[src/design/lsb_rgb_payload_extractor_defines.svh]
// Assertion macros shared by the payload extractor modules.
`ifndef LSB_RGB_PAYLOAD_EXTRACTOR_DEFINES_SVH
`define LSB_RGB_PAYLOAD_EXTRACTOR_DEFINES_SVH

`ifndef SYNTH
`define LSBRGB_ASSERT(lbl, prop) \
  lbl: assert property (@(posedge clk) disable iff (!rst_n) prop) \
    else $error("lsbrgb assertion failed");
`define LSBRGB_ASSERT_ALWAYS(lbl, prop) \
  lbl: assert property (@(posedge clk) prop) \
    else $error("lsbrgb assertion failed");
`else
`define LSBRGB_ASSERT(lbl, prop)
`define LSBRGB_ASSERT_ALWAYS(lbl, prop)
`endif

`endif

[src/design/lsbrgb_pkg.sv]
// Types, constants and the marker table of the RGB payload extractor.
`default_nettype none

package lsbrgb_pkg;

  localparam int PIXEL_COUNT_BITS = 26;
  localparam int CNT_W            = PIXEL_COUNT_BITS;
  localparam int PIX_W            = 27;
  localparam int CAP_W            = PIX_W + 2 - 3;
  localparam int LEN_W            = 32;
  localparam int FIFO_DEPTH       = 4;
  localparam int PTR_W            = $clog2(FIFO_DEPTH);
  localparam int FCNT_W           = $clog2(FIFO_DEPTH + 1);

  localparam logic [1:0] ST_DATA       = 2'd0;
  localparam logic [1:0] ST_ZERO_LEN   = 2'd1;
  localparam logic [1:0] ST_OVER_CAP   = 2'd2;
  localparam logic [1:0] ST_BAD_MARKER = 2'd3;

  localparam logic CFG_PIXEL_COUNT = 1'b0;
  localparam logic CFG_MARKER_MODE = 1'b1;

  typedef struct packed {
    logic [7:0] red;
    logic [7:0] green;
    logic [7:0] blue;
    logic       first_pixel;
  } in_item_t;

  typedef struct packed {
    logic [7:0] data_byte;
    logic       last_byte;
    logic [1:0] status;
  } out_item_t;

  // One queue entry: an image restart, a completed byte, or both.
  typedef struct packed {
    logic       restart;
    logic       byte_vld;
    logic [7:0] data;
  } q_entry_t;

  typedef struct packed {
    logic [CAP_W-1:0] cap;
    logic             marker_mode;
  } cfg_t;

  function automatic logic [7:0] prefix_byte(input logic [1:0] idx);
    logic [7:0] v;
    unique case (idx)
      2'd0:    v = 8'h50;
      2'd1:    v = 8'h52;
      2'd2:    v = 8'h54;
      default: v = 8'h01;
    endcase
    return v;
  endfunction

endpackage

`default_nettype wire

[src/design/lsbrgb_front.sv]
// Front end: gathers the color LSBs of each pixel into MSB-first bytes.
`default_nettype none

module lsbrgb_front (
  input  wire logic                clk,
  input  wire logic                rst_n,
  input  wire logic                in_valid,
  output logic                     in_stall,
  input  wire lsbrgb_pkg::in_item_t in_item,
  input  wire logic                q_full,
  output logic                     q_push,
  output lsbrgb_pkg::q_entry_t     q_entry
);

  logic [7:0] buf_r, buf_nxt;
  logic [2:0] cnt_r, cnt_nxt;
  logic       accept;
  logic       done_byte;
  logic [7:0] byte_val;
  logic [2:0] bits;

  assign in_stall = q_full;
  assign accept   = in_valid && !q_full;
  assign bits     = {in_item.red[0], in_item.green[0], in_item.blue[0]};

  always_comb begin
    buf_nxt   = buf_r;
    cnt_nxt   = cnt_r;
    done_byte = 1'b0;
    byte_val  = 8'h00;
    if (in_item.first_pixel) begin
      buf_nxt = 8'h00;
      cnt_nxt = 3'd0;
    end
    // Red first, then green, then blue.
    for (int i = 2; i >= 0; i--) begin
      buf_nxt = {buf_nxt[6:0], bits[i]};
      cnt_nxt = cnt_nxt + 3'd1;
      if (cnt_nxt == 3'd0) begin
        done_byte = 1'b1;
        byte_val  = buf_nxt;
        buf_nxt   = 8'h00;
      end
    end
  end

  assign q_push           = accept && (in_item.first_pixel || done_byte);
  assign q_entry.restart  = in_item.first_pixel;
  assign q_entry.byte_vld = done_byte;
  assign q_entry.data     = byte_val;

  always_ff @(posedge clk) begin
    if (!rst_n) begin
      buf_r <= 8'h00;
      cnt_r <= 3'd0;
    end else if (accept) begin
      buf_r <= buf_nxt;
      cnt_r <= cnt_nxt;
    end
  end

endmodule

`default_nettype wire

[src/design/lsbrgb_fifo.sv]
// Short queue of byte and restart entries between front and back end.
`default_nettype none

`include "lsb_rgb_payload_extractor_defines.svh"

module lsbrgb_fifo (
  input  wire logic                 clk,
  input  wire logic                 rst_n,
  input  wire logic                 push,
  input  wire lsbrgb_pkg::q_entry_t wr_entry,
  input  wire logic                 pop,
  output lsbrgb_pkg::q_entry_t      rd_entry,
  output logic                      not_empty,
  output logic                      full
);

  lsbrgb_pkg::q_entry_t mem_r [lsbrgb_pkg::FIFO_DEPTH];
  logic [lsbrgb_pkg::PTR_W-1:0]  wr_ptr_r, rd_ptr_r;
  logic [lsbrgb_pkg::FCNT_W-1:0] count_r;

  localparam logic [lsbrgb_pkg::FCNT_W-1:0] DEPTH_C =
    lsbrgb_pkg::FCNT_W'(lsbrgb_pkg::FIFO_DEPTH);
  localparam logic [lsbrgb_pkg::PTR_W-1:0] LAST_PTR =
    lsbrgb_pkg::PTR_W'(lsbrgb_pkg::FIFO_DEPTH - 1);

  assign not_empty = (count_r != '0);
  assign full      = (count_r == DEPTH_C);
  assign rd_entry  = mem_r[rd_ptr_r];

  always_ff @(posedge clk) begin
    if (push) begin
      mem_r[wr_ptr_r] <= wr_entry;
    end
  end

  always_ff @(posedge clk) begin
    if (!rst_n) begin
      wr_ptr_r <= '0;
      rd_ptr_r <= '0;
      count_r  <= '0;
    end else begin
      if (push) begin
        wr_ptr_r <= (wr_ptr_r == LAST_PTR) ? '0 : wr_ptr_r + 1'b1;
      end
      if (pop) begin
        rd_ptr_r <= (rd_ptr_r == LAST_PTR) ? '0 : rd_ptr_r + 1'b1;
      end
      if (push && !pop) begin
        count_r <= count_r + 1'b1;
      end else if (pop && !push) begin
        count_r <= count_r - 1'b1;
      end
    end
  end

  `LSBRGB_ASSERT(a_no_push_full, full |-> !push)
  `LSBRGB_ASSERT(a_no_pop_empty, !not_empty |-> !pop)
  `LSBRGB_ASSERT(a_count_up, (push && !pop) |=> count_r == $past(count_r) + 1'b1)

endmodule

`default_nettype wire

[src/design/lsbrgb_back.sv]
// Back end: decodes the length header, checks capacity and marker, emits bytes.
`default_nettype none

`include "lsb_rgb_payload_extractor_defines.svh"

module lsbrgb_back (
  input  wire logic                 clk,
  input  wire logic                 rst_n,
  input  wire lsbrgb_pkg::cfg_t     cfg,
  input  wire logic                 q_not_empty,
  input  wire lsbrgb_pkg::q_entry_t q_entry,
  output logic                      q_pop,
  output logic                      out_valid,
  input  wire logic                 out_stall,
  output lsbrgb_pkg::out_item_t     out_item
);

  localparam int CNT_W = lsbrgb_pkg::CNT_W;
  localparam int LEN_W = lsbrgb_pkg::LEN_W;
  localparam int CAP_W = lsbrgb_pkg::CAP_W;

  localparam logic [1:0] PH_HDR  = 2'd0;
  localparam logic [1:0] PH_PAY  = 2'd1;
  localparam logic [1:0] PH_DONE = 2'd2;

  logic [1:0]       phase_r, phase_nxt;
  logic [CNT_W-1:0] cnt_r, cnt_nxt;
  logic [LEN_W-1:0] len_r, len_nxt;
  logic             out_valid_r;
  lsbrgb_pkg::out_item_t out_r, res;
  logic             res_vld;
  logic [CNT_W-1:0] idx;
  logic             fin;

  assign q_pop     = q_not_empty && (!out_valid_r || !out_stall);
  assign out_valid = out_valid_r;
  assign out_item  = out_r;

  always_comb begin
    phase_nxt     = phase_r;
    cnt_nxt       = cnt_r;
    len_nxt       = len_r;
    res_vld       = 1'b0;
    res.data_byte = 8'h00;
    res.last_byte = 1'b1;
    res.status    = lsbrgb_pkg::ST_DATA;
    idx           = cnt_r;
    fin           = 1'b0;
    if (q_pop) begin
      if (q_entry.restart) begin
        phase_nxt = PH_HDR;
        cnt_nxt   = '0;
        len_nxt   = '0;
      end
      if (q_entry.byte_vld) begin
        unique case (phase_nxt)
          PH_HDR: begin
            len_nxt = {len_nxt[LEN_W-9:0], q_entry.data};
            if (cnt_nxt[1:0] == 2'd3) begin
              cnt_nxt = '0;
              // Over capacity when length + 8 exceeds floor(3 * pixels / 8).
              if (len_nxt == '0) begin
                phase_nxt  = PH_DONE;
                res_vld    = 1'b1;
                res.status = lsbrgb_pkg::ST_ZERO_LEN;
              end else if (({1'b0, len_nxt} + (LEN_W+1)'(8)) >
                           {{(LEN_W+1-CAP_W){1'b0}}, cfg.cap}) begin
                phase_nxt  = PH_DONE;
                res_vld    = 1'b1;
                res.status = lsbrgb_pkg::ST_OVER_CAP;
              end else begin
                phase_nxt = PH_PAY;
              end
            end else begin
              cnt_nxt = cnt_nxt + 1'b1;
            end
          end
          PH_PAY: begin
            idx     = cnt_nxt;
            cnt_nxt = idx + 1'b1;
            fin     = (cnt_nxt == len_nxt[CNT_W-1:0]);
            if (cfg.marker_mode && (idx[CNT_W-1:2] == '0)) begin
              if ((q_entry.data != lsbrgb_pkg::prefix_byte(idx[1:0])) || fin) begin
                phase_nxt  = PH_DONE;
                res_vld    = 1'b1;
                res.status = lsbrgb_pkg::ST_BAD_MARKER;
              end
            end else begin
              res_vld       = 1'b1;
              res.data_byte = q_entry.data;
              res.last_byte = fin;
              if (fin) begin
                phase_nxt = PH_DONE;
              end
            end
          end
          default: begin
            // Done, and the unused code: bytes are dropped until a restart.
          end
        endcase
      end
    end
  end

  always_ff @(posedge clk) begin
    if (!rst_n) begin
      phase_r     <= PH_HDR;
      cnt_r       <= '0;
      len_r       <= '0;
      out_valid_r <= 1'b0;
    end else begin
      phase_r <= phase_nxt;
      cnt_r   <= cnt_nxt;
      len_r   <= len_nxt;
      if (q_pop) begin
        out_valid_r <= res_vld;
      end else if (!out_stall) begin
        out_valid_r <= 1'b0;
      end
    end
  end

  always_ff @(posedge clk) begin
    if (q_pop && res_vld) begin
      out_r <= res;
    end
  end

  `LSBRGB_ASSERT(a_err_is_last,
    (out_valid_r && out_r.status != lsbrgb_pkg::ST_DATA) |-> out_r.last_byte)
  `LSBRGB_ASSERT(a_quiet_after_last,
    (out_valid_r && out_r.last_byte && !out_stall) |=> !out_valid_r)

endmodule

`default_nettype wire

[src/design/lsb_rgb_payload_extractor.sv]
// Top level of the RGB least-significant-bit payload extractor.
//
//   channel | direction | ports                                 | handshake
//   --------+-----------+---------------------------------------+----------------
//   in      | input     | in_valid, in_stall, in_item           | valid && !stall
//   out     | output    | out_valid, out_stall, out_item        | valid && !stall
//   cfg     | input     | cfg_we, cfg_index, cfg_wdata          | cfg_we
//
// One pixel is accepted per clock while the four-entry byte queue has room.
// A result passes from the pixel that completes its byte through the byte queue
// into the output register; the back end retires one queue entry per clock while the output register is empty or taken.
// Output stall holds the output register and backs up the queue, then in_stall.
// Reset is synchronous and clears all control state and both configuration registers.
`default_nettype none

module lsb_rgb_payload_extractor (
  input  wire logic                            clk,
  input  wire logic                            rst_n,
  input  wire logic                            in_valid,
  output logic                                 in_stall,
  input  wire lsbrgb_pkg::in_item_t            in_item,
  output logic                                 out_valid,
  input  wire logic                            out_stall,
  output lsbrgb_pkg::out_item_t                out_item,
  input  wire logic                            cfg_we,
  input  wire logic                            cfg_index,
  input  wire logic [lsbrgb_pkg::PIX_W-1:0]    cfg_wdata
);

  localparam int PIX_W = lsbrgb_pkg::PIX_W;

  logic [lsbrgb_pkg::CAP_W-1:0] cap_r;
  logic                         marker_r;
  logic [PIX_W+1:0]             triple;
  lsbrgb_pkg::cfg_t             cfg;

  logic                 q_push, q_pop, q_full, q_not_empty;
  lsbrgb_pkg::q_entry_t q_wr, q_rd;

  // Capacity is kept as floor(3 * pixel_count / 8).
  assign triple = {2'b00, cfg_wdata} + {1'b0, cfg_wdata, 1'b0};

  always_ff @(posedge clk) begin
    if (!rst_n) begin
      cap_r    <= '0;
      marker_r <= 1'b0;
    end else if (cfg_we) begin
      unique case (cfg_index)
        lsbrgb_pkg::CFG_PIXEL_COUNT: cap_r    <= triple[PIX_W+1:3];
        lsbrgb_pkg::CFG_MARKER_MODE: marker_r <= cfg_wdata[0];
        default: ;
      endcase
    end
  end

  assign cfg.cap         = cap_r;
  assign cfg.marker_mode = marker_r;

  lsbrgb_front u_front (
    .clk      (clk),
    .rst_n    (rst_n),
    .in_valid (in_valid),
    .in_stall (in_stall),
    .in_item  (in_item),
    .q_full   (q_full),
    .q_push   (q_push),
    .q_entry  (q_wr)
  );

  lsbrgb_fifo u_fifo (
    .clk       (clk),
    .rst_n     (rst_n),
    .push      (q_push),
    .wr_entry  (q_wr),
    .pop       (q_pop),
    .rd_entry  (q_rd),
    .not_empty (q_not_empty),
    .full      (q_full)
  );

  lsbrgb_back u_back (
    .clk         (clk),
    .rst_n       (rst_n),
    .cfg         (cfg),
    .q_not_empty (q_not_empty),
    .q_entry     (q_rd),
    .q_pop       (q_pop),
    .out_valid   (out_valid),
    .out_stall   (out_stall),
    .out_item    (out_item)
  );

endmodule

`default_nettype wire

[config.mk]
export PLATFORM = sky130hd
export DESIGN_NAME = lsb_rgb_payload_extractor
export DESIGN_NICKNAME = d
export VERILOG_FILES = /design/src/design/lsbrgb_pkg.sv /design/src/design/lsbrgb_front.sv /design/src/design/lsbrgb_fifo.sv /design/src/design/lsbrgb_back.sv /design/src/design/lsb_rgb_payload_extractor.sv
export VERILOG_INCLUDE_DIRS = /design/src /design/src/design
export SDC_FILE = /design/constraint.sdc
export NUM_CORES = 1
export LEC_CHECK = 0
export ABC_AREA = 1
export BUFFER_PORTS_ARGS = -buffer_cell sky130_fd_sc_hd__buf_4
export CAP_MARGIN = 20
export CELL_PAD_IN_SITES_DETAIL_PLACEMENT = 1
export CELL_PAD_IN_SITES_GLOBAL_PLACEMENT = 2
export CORE_ASPECT_RATIO = 1.1
export CORE_MARGIN = 4
export CORE_UTILIZATION = 35
export CTS_CLUSTER_SIZE = 40
export DETAILED_ROUTE_END_ITERATION = 8
export HOLD_SLACK_MARGIN = 0.03
export PLACE_DENSITY = 0.86
export SYNTH_ARGS = -nofsm -noshare
export SYNTH_HDL_FRONTEND = slang
export SYNTH_SLANG_ARGS = --single-unit
[constraint.sdc]
create_clock -name clk -period 4.3 [get_ports clk]
set_clock_uncertainty 0.15 [all_clocks]
set_input_delay 0 -clock clk [delete_from_list [all_inputs] [get_ports clk]]
set_output_delay 0 -clock clk [all_outputs]
set_load 0.1 [all_outputs]
=== Word level (Yosys, flattened, before mapping) ===
Memory sizes are Yosys's and may differ from the RTL's. A register that Yosys moved wholly into a read port is not among the register bits.
Cells that the tools add are included.

* Bits in latches: 0
* Memories: 1
* Logic and storage cells: 127
* Memory bits (read-only): 0
* Register bits: 116
* RAM bits: 40
* Output and inout bits: 13

* Divide/modulo/power cells: 0
* Multipliers: 0
* Shifts and indexed selects: 0
* Add/subtract/negate cells: 10
* Order comparisons: 1
* Reduce and logical (&&, ||, !) cells: 28
* Muxes and demuxes: 59
* Bitwise logic cells: 4
* Equality and inequality tests: 10

{| class="wikitable"
|+ Memory list
! memory !! words !! bits a word !! rd ports !! clocked after Yosys merged registers in !! wr ports !! line !! text
|-
| u_fifo.mem_r || 4 || 10 || 1 || 1 || 1 || lsbrgb_fifo.sv:17 || <nowiki>lsbrgb_pkg::q_entry_t mem_r [lsbrgb_pkg::FIFO_DEPTH];</nowiki>
|}

{| class="wikitable"
|+ Operator list
! cell !! count
|-
| 2-to-1 mux 32 bit || 4
|-
| 2-to-1 mux 26 bit || 4
|-
| 2-to-1 mux 8 bit || 7
|-
| case mux 26 bit (2 select lines) || 1
|-
| 2-to-1 mux 2 bit || 18
|-
| adder 32 x 4 -> 33 bit (second input constant) || 1
|-
| greater-than comparator 33 x 26 -> 1 bit || 1
|-
| logical NOT 32 bit || 1
|-
| adder 27 x 28 -> 29 bit || 1
|-
| 2-to-1 mux 7 bit || 4
|-
| adder 26 x 1 -> 26 bit (second input constant) || 1
|-
| equality test 26 bit || 1
|-
| logical NOT 24 bit || 1
|-
| case mux 7 bit (3 select lines) || 1
|-
| 2-to-1 mux 1 bit || 14
|-
| adder 3 x 1 -> 3 bit (second input constant) || 4
|-
| logical NOT 3 bit || 3
|-
| 2-to-1 mux 3 bit || 3
|-
| equality test 2 bit (second input constant) || 4
|-
| inequality test 8 bit || 1
|-
| case mux 2 bit (2 select lines) || 2
|-
| logical AND 1 bit || 7
|-
| AND reduction 2 bit || 3
|-
| logical NOT 1 bit || 5
|-
| other kinds (12) || 20
|}

=== Logic depth before layout (Yosys ltp) ===
Gate-level depths: netlist of the first run.

* Depth after elaboration: 18
* Depth in mapped cells: 30
* Mapped depth without buffers: 29

=== Cells and area by module ===
From an unflattened synthesis of the first run, not the netlist that was laid out.

* Cell total of the unflattened synthesis: 1973
* Area total of the unflattened synthesis: 12483.2 um2

{| class="wikitable"
|+ Modules (own cells, without submodules)
! module !! cells an instance !! area each (um2) !! seq. area each (um2) !! times used
|-
| lsbrgb_back || 1110 || 6627.6 || 1431.4 || 1
|-
| lsb_rgb_payload_extractor || 575 || 3094.2 || 540.5 || 1
|-
| lsbrgb_fifo || 157 || 1960.6 || 1381.3 || 1
|-
| lsbrgb_front || 131 || 800.8 || 200.2 || 1
|}

=== Worst setup path before layout of the first run ===
No wires, ideal clock.

* Path type: reg-to-reg
* Start point: register u_fifo.count_r[0] in the netlist's numbering
* End point: register u_fifo.count_r[1] in the netlist's numbering
* Setup time: 116 ps
* Arrival: 4061 ps
* Setup slack: -27 ps
* Data required time: 4034 ps
* Period minus slack after synthesis: 4327 ps
* Stages on the path, launching flop included: 10
* Buffers on the path: 0
* Path through: dfxtp_1 -> nor3_1 -> nor2_1 -> nand2_1 -> inv_1 -> ha_1 -> inv_1 -> fa_1 -> o21ai_0 -> nor2_1

* Word-level cells in the longest chain between the ends: 7
* Elaborated cells between the ends (all ways): 15
* Those cells by class: 2 x add/sub; 1 x eq/ne; 2 x mux; 10 x reduce/logical

{| class="wikitable"
|+ RTL lines
! what !! line !! text
|-
| start, declared || lsbrgb_fifo.sv:19 || <nowiki>logic [lsbrgb_pkg::FCNT_W-1:0] count_r;</nowiki>
|-
| start signal, assigned || lsbrgb_fifo.sv:49 || <nowiki>count_r <= count_r + 1'b1;</nowiki>
|-
| start signal, assigned || lsbrgb_fifo.sv:51 || <nowiki>count_r <= count_r - 1'b1;</nowiki>
|-
| equality test 3 bit * || lsbrgb_fifo.sv:27 || <nowiki>assign full = (count_r == DEPTH_C);</nowiki>
|-
| via in_stall || lsb_rgb_payload_extractor.sv:20 || <nowiki>output logic in_stall,</nowiki>
|-
| logical NOT 1 bit * || lsbrgb_front.sv:23 || <nowiki>assign accept = in_valid && !q_full;</nowiki>
|-
| logical AND 1 bit * || lsbrgb_front.sv:23 ||
|-
| logical AND 1 bit * || lsbrgb_front.sv:47 || <nowiki>assign q_push = accept && (in_item.first_pixel || done_byte);</nowiki>
|-
| via q_push || lsb_rgb_payload_extractor.sv:37 || <nowiki>logic q_push, q_pop, q_full, q_not_empty;</nowiki>
|-
| logical NOT 1 bit || lsbrgb_fifo.sv:50 || <nowiki>end else if (pop && !push) begin</nowiki>
|-
| logical AND 1 bit || lsbrgb_fifo.sv:50 ||
|-
| nonzero test 2 bit (no line) || - ||
|}

The timed path passes the listed nets; every way through them passes the cells marked *. The select of a mux whose other input is x is not followed.
A chain may end at the register's enable or synchronous reset.

=== Final worst setup path of the first run ===
* Start point: input port cfg_wdata[14] in the netlist's numbering
* End point: register cap_r[24] in the netlist's numbering

* Word-level cells in the longest chain between the ends: 1

{| class="wikitable"
|+ RTL lines
! what !! line !! text
|-
| start, declared || lsb_rgb_payload_extractor.sv:27 || <nowiki>input wire logic [lsbrgb_pkg::PIX_W-1:0] cfg_wdata</nowiki>
|-
| adder 27 x 28 -> 29 bit || lsb_rgb_payload_extractor.sv:41 || <nowiki>assign triple = {2'b00, cfg_wdata} + {1'b0, cfg_wdata, 1'b0};</nowiki>
|-
| end signal, assigned || lsb_rgb_payload_extractor.sv:49 || <nowiki>lsbrgb_pkg::CFG_PIXEL_COUNT: cap_r <= triple[PIX_W+1:3];</nowiki>
|-
| end, declared || lsb_rgb_payload_extractor.sv:32 || <nowiki>logic [lsbrgb_pkg::CAP_W-1:0] cap_r;</nowiki>
|}

Every way passes these cells.

==> impl_metrics.yaml, run 1 <==
drt:
  drc: 0
  antenna_left: 0
  routed_via_density: 5.31
  vias: 12200
  drt-initial-drc-count: 672
  wl_per_cell_um: 18.2
  wl_mm: 41.8
  drt_first_pass_iters: 5
die:
  start_util_pct: 35.4
  ios: 71
  die_x_um: 180
  fp.coreArea_mm2: 0.0322
  die_area_mm2: 0.0356
  die_y_um: 197
  num_rows: 69
timing:
  report.final.slew_viol_count: 0
  timing.fmax_mhz: 244
  fin_crit_ps: 4090
  setup_violations: 0
  worst_pin_slew_ps: 792
  whs_ps: 47.3
  period_share_pct: 95.2
  hold_violations: 0
  relSlewSlack_pct: 47.2
worst_setup_path:
  start_kind: "input pin"
  crit_fanout: 4
  reg2regPathDepth: 26
  arrival_ps: 4290
  crit_path_end_kind: "flop"
  crit_path_start: "cfg_wdata[14]"
  required_ps: 4490
  endpoint: "cap_r[24]$_SDFFE_PN0P_"
  reg2reg_slack_ps: 230
  worst_r2r_endpoint: "u_back.out_item[6]$_SDFFCE_PP0P_"
  critPathKind: "input pin to flop"
synthesis:
  yosys.area.top_type: "dfxtp_1"
  ys_types: 54
  synthesis.nets: 1812
  synth-main-ff-cell: "dfxtp_1"
  syn_area_mm2: 0.0114
  synth_edf_count: 51
  netlist.area_leader.share_pct: 17.7
  avgSynthCellArea_um2: 6.78
  ys_top_cells_by_area: "dfxtp_1 18%, edfxtp_1 13%, nand2_1 12%, ha_1 7.7%, inv_1 7.7%"
  postSynth.asyncResetShare_pct: 0
  yosys_warnings: 0
  synth_seq_cells: 152
  syn_inst: 1683
  seq_area_frac_synth_pct: 31.1
final_layout:
  fill_cells: 4122
  final_layout_size_suffix_gt1_share_pct: 15.4
  area_growth_pct: 25.0
  finalNetCount: 1983
  diodes: 0
  finish.utilization_pct: 44.3
power_and_ir_drop:
  ir_drop_uv: 359
  p_leak_nw: 6.50
  power_density_mw_per_mm2: 595
  total_power_mw: 8.49
global_route:
  grt_pass1_wl_mm: 66.3
  grt_pass1_vias: 12400
  track_usage_pct: 23.0
  antenna_found_initial: 0
  grt_max_degree: 67
  grt_overflow: 0
place:
  portBuffers: 49
  hpwlAfterDp_mm: 30.6
  place.gp.congestion: 0.923
flow_run:
  maxCapViolCount: 0
cts:
  clock_path_buffers: 2
  clk_latency_ps: 450
  numCtsBuffers: 17
  cts_tree: "yes"
  cts_max_level: 4
  cts-root-buf: "clkbuf_16"
  clock_sinks: 152
  clk_pin_slew_ps: 70
status:
  outcome: "finished clean"
hold_path:
  hold_class: "input pin to flop"
routing by layer:
metal / track usage [%] / up-vias / wire [um]
met1: 29.5 / 5954 / 18700
li1: - / 5981 / -
met5: 0 / - / 0
met3: 2.52 / 54 / 1070
met2: 41.3 / 198 / 21200
met4: 6.25 / 0 / 862
what timing repair did:
| action | in CTS | in global routing |
|---|---|---|
| setup endpoints to repair | 13 | 17 |
| endpoints found under the hold margin | 92 | 0 |
| cloned | 0 | 1 |
| gates resized for setup | 3 | 66 |
| hold buffers | 52 | 0 |
| buffers inserted | 0 | 8 |
| pin swaps | 0 | 24 |
worst min path at each step:
| stage | cells after the start | from | end | slack [ps] |
|---|---|---|---|---|
| after floorplan | 0 | in_item[0] | u_fifo.mem_r[0][9]$_DFFE_PP_ | -50 |
| after global placement | 1 | in_item[0] | u_fifo.mem_r[1][9]$_DFFE_PP_ | 90 |
| after detailed placement | 1 | in_item[0] | u_fifo.mem_r[2][9]$_DFFE_PP_ | 90 |
| after CTS | 5 | cfg_wdata[19] | cap_r[16]$_SDFFE_PN0P_ | 40 |
| after global routing | 5 | cfg_wdata[19] | cap_r[16]$_SDFFE_PN0P_ | 100 |
| final | 5 | cfg_wdata[19] | cap_r[16]$_SDFFE_PN0P_ | 50 |
final cells by class:
| class | instances | area, um^2 | area share [%] |
|---|---|---|---|
| Tap cell | 426 | 533 | 3.74 |
| Clock buffer | 17 | 425 | 2.98 |
| Timing Repair Buffer | 204 | 1710 | 12.0 |
| Sequential cell | 152 | 3560 | 25.0 |
| Multi-Input combinational cell | 1230 | 6950 | 48.8 |
| Clock inverter | 15 | 141 | 0.992 |
| Inverter | 249 | 942 | 6.61 |
stage by stage:
step	std cells	setup TNS (ps)	setup slack (ps)	area, um^2
5_1_grt	2293	-50.8	-19.0	14300
3_3_place_gp	2199	0	75.5	12800
4_1_cts	2283	0	7.71	13900
6_report	2293	0	206	14300
3_5_place_dp	2199	-1850	-158	12800
2_1_floorplan	1683	0	441	11400
where the power goes:
part	switching, mW	internal (mW)	leakage (nW)
Sequential	0.314	1.81	1.31
Clock	0.743	0.760	0.263
Combinational	3.16	1.70	4.93
Total	4.21	4.27	6.50
synthesized netlist by cell type, types with 10 or more instances:
library cell  instances
nand3_1             133
a21oi_1             141
inv_1               233
inv_2                13
dfxtp_1             101
edfxtp_1             51
nand2_2              12
o211ai_1             43
xnor2_1              10
nand4_1              37
nor2_1              172
ha_1                 70
nor3_1               17
o21ai_0             111
nand2_1             359
xor2_1               35
nor2_2               12
clkbuf_1             37
logic make-up (layout without fill, tap and decap cells):
group / count (synthesis) / after routing / share of synthesized area, %
and+or+nand+nor: 764 / 765 / 29.0
AOI/OAI and AO/OA: 346 / 346 / 17.6
xor gates and xnor gates: 48 / 48 / 4.05
buffers and inverters: 302 / 485 / 10.4
DFF: 152 / 152 / 31.1
adders and majority gates: 71 / 71 / 7.85
registers in the layout (all words and copies together), names as in the netlist, 3 cells and up, named ones only:
name / cells
u_fifo.mem_r: 40
cap_r: 26
u_back.cnt_r: 26
u_back.len_r: 26
u_back.out_item: 11
u_front.buf_r: 7
u_fifo.count_r: 3
u_front.cnt_r: 3
placed cells by master (no fill, tap or decap), types with 3 or more instances in the layout:
cell type	n
nand3_2	7
a221o_1	6
clkbuf_16	17
clkinvlp_4	4
nor2_1	160
xor2_1	33
ha_1	65
nor4_1	5
nand2_2	22
edfxtp_1	51
nand3_4	3
clkinv_4	4
dlygate4sd3_1	52
inv_8	3
a221oi_1	6
nor2_2	20
nor2_4	6
xnor2_1	10
buf_4	148
clkinv_1	4
inv_1	231
a21o_1	4
nand3b_1	5
nand2_1	348
a21oi_1	138
a31oi_1	7
nor3_2	3
ha_4	3
nand4_1	37
a21oi_2	5
inv_2	14
o211ai_1	43
nand3_1	128
o21ai_0	110
nor3_1	14
a32o_1	3
xnor3_1	3
dfxtp_1	99
critical path, cell delays in order:
cell           delay [ps]
dlygate4sd3_1         560
buf_4                 160
ha_1                  340
nand2_1               140
nor2_1                140
inv_1                  80
nor3_2                150
nand3_1               150
nand3_2               150
nand3_1                80
nand2_1               100
nand2_1                80
nand2_1                80
a21oi_1                80
nand2_1                70
dlygate4sd3_1         550
nand2_1                60
dlygate4sd3_1         560
o21ai_0               150
dlygate4sd3_1         580
inv_1                  50
(Power assumes the default switching activity.)
==> inputs of run 2 (changes only) <==
==> constraint.sdc (replaced) <==
create_clock -name clk -period 4.6 [get_ports clk]
set_clock_uncertainty 0.15 [all_clocks]
set_input_delay 0 -clock clk [delete_from_list [all_inputs] [get_ports clk]]
set_output_delay 0 -clock clk [all_outputs]
set_load 0.1 [all_outputs]
==> impl_metrics.yaml, run 2 (same netlist as run 1, synthesis figures left out) <==
cts:
  post-cts-setup-buffers: 0
  clk_latency_ps: 450
  clock_sinks: 152
  cts_max_level: 4
  numCtsBuffers: 17
  cts-root-buf: "clkbuf_16"
  cts_tree: "yes"
  clk_pin_slew_ps: 80
  clock_path_buffers: 2
final_layout:
  fill_cells: 4130
  diodes: 0
  final_common_cell: "nand2_1"
  area_growth_pct: 19.3
  final_cell_mix: "359 x nand2_1, 232 x inv_1, 167 x nor2_1"
  final_layout_size_suffix_gt1_share_pct: 10.6
  largest_reg_flops: 40
  finalNetCount: 1929
  finish.utilization_pct: 42.3
  regMostFlops: "u_fifo.mem_r"
timing:
  timing.fmax_mhz: 233
  period_share_pct: 93.5
  relSlewSlack_pct: 46.9
  layout_setup_ws_ps: 299
  setup_violations: 0
  report.final.slew_viol_count: 0
  hold_violations: 0
  fin_crit_ps: 4300
  worst_pin_slew_ps: 796
  rsz0062_at_grt: "true"
flow_run:
  maxCapViolCount: 0
place:
  dp_slack_ps: 215
  hpwlAfterDp_mm: 30.3
  portBuffers: 49
  place.gp.congestion: 0.890
global_route:
  gr-max-usage-layer: "met2"
  grt_pass1_wl_mm: 65.2
  grt_overflow: 0
  use_met3_pct: 3.54
  use_met2_pct: 41.2
  grt_use_met1_pct: 27.4
  track_usage_pct: 22.6
  grt_max_degree: 67
  antenna_found_initial: 0
  grt_pass1_vias: 12600
worst_setup_path:
  start_kind: "flop"
  critPathKind: "flop to flop"
  critPathMostFrequentCell: "nand2_1"
  cpMaxStageDelayCell: "dfxtp_1"
  crit_path_end_kind: "flop"
  arrival_ps: 4310
  reg2regPathDepth: 27
  crit_fanout: 14
  required_ps: 4610
  max_stage_delay_ps: 340
power_and_ir_drop:
  swShare_pct: 49.8
  clkPwrFrac_pct: 19.0
  p_int_mw: 3.87
  switching_power_mw: 3.84
  power_density_mw_per_mm2: 567
  p_leak_nw: 6.16
  seq_power_share_pct: 25.7
  combinationalPowerShare_pct: 55.3
  ir_drop_uv: 314
drt:
  wl_per_cell_um: 18.0
  routed_via_density: 5.32
  drt-initial-drc-count: 648
  antenna_left: 0
  vias: 11900
  drc: 0
  wl_mm: 40.3
  drt_first_pass_iters: 5
die:
  die_x_um: 180
  ios: 71
  die_y_um: 197
  num_rows: 69
  die_area_mm2: 0.0356
  fp.coreArea_mm2: 0.0322
  start_util_pct: 35.4
hold_path:
  min_path_cells: 5
  hold_class: "input pin to flop"
status:
  outcome: "finished clean"
-- run 2: area by class of cell --
type	count	area, um^2	share of cell area (%)
sequential	152	3550	26.1
tap	426	533	3.92
multi-input combinational	1229	6710	49.3
clock buffer	18	429	3.15
clock inverter	14	163	1.20
inverter	249	937	6.89
timing repair buffer	151	1280	9.41
-- run 2: through the flow --
| stage | TNS, ps | power [mW] | cells | instance area (um^2) | hold WS, ps |
|---|---|---|---|---|---|
| finish | 0 | 7.71 | 2239 | 13600 | 52.4 |
| global route | -0.834 | 8.34 | 2239 | 13600 | 89.0 |
| CTS | 0 | 7.72 | 2239 | 13600 | 34.3 |
| detailed placement | 0 | 6.16 | 2155 | 12500 | 89.2 |
| global placement | 0 | 6.03 | 2155 | 12500 | 89.7 |
| floorplan | 0 | 4.84 | 1683 | 11400 | -51.1 |
-- run 2: worst paths after layout --
path | startpoint | to | slack [ps]
min reg2reg | u_front.buf_r[6]$_SDFFE_PN0P_ | u_front.buf_r[6]$_SDFFE_PN0P_ | 330
max reg2reg | flop | u_back.out_item[5]$_SDFFCE_PP0P_ | 300
max | flop | u_back.out_item[5]$_SDFFCE_PP0P_ | 300
min | cfg_wdata[19] | cap_r[16]$_SDFFE_PN0P_ | 50
-- run 2: repair_timing --
action | CTS | global route
hold buffers | 52 | 0
setup endpoints to repair | 0 | 16
hold endpoints to repair | 87 | 0
resized for setup | 0 | 13
-- run 2: power by group through the flow --
| stage | Sequential [mW] | Clock, mW | Combinational, mW |
|---|---|---|---|
| 6_report | 1.98 | 1.47 | 4.26 |
| 5_1_grt | 2.02 | 1.56 | 4.77 |
| 4_1_cts | 1.98 | 1.50 | 4.25 |
| 3_5_place_dp | 2.00 | 0 | 4.16 |
| 3_3_place_gp | 1.99 | 0 | 4.04 |
| 2_1_floorplan | 1.99 | 0 | 2.84 |
-- run 2: per-layer routing --
metal  vias up  part of all wire [%]
met5         -                     0
met4         0                   2.7
met3        71                   3.2
met2       203                    49
met1      5766                    45
li1       5872                     -
-- run 2: critical path, delay by kind of cell, from the launching register on --
| kind | cells | cell delay, ps |
|---|---|---|
| buffers and inverters | 6 | 920 |
| and+or+nand+nor | 20 | 2340 |
| adders and majority gates | 1 | 250 |
| DFF | 1 | 340 |
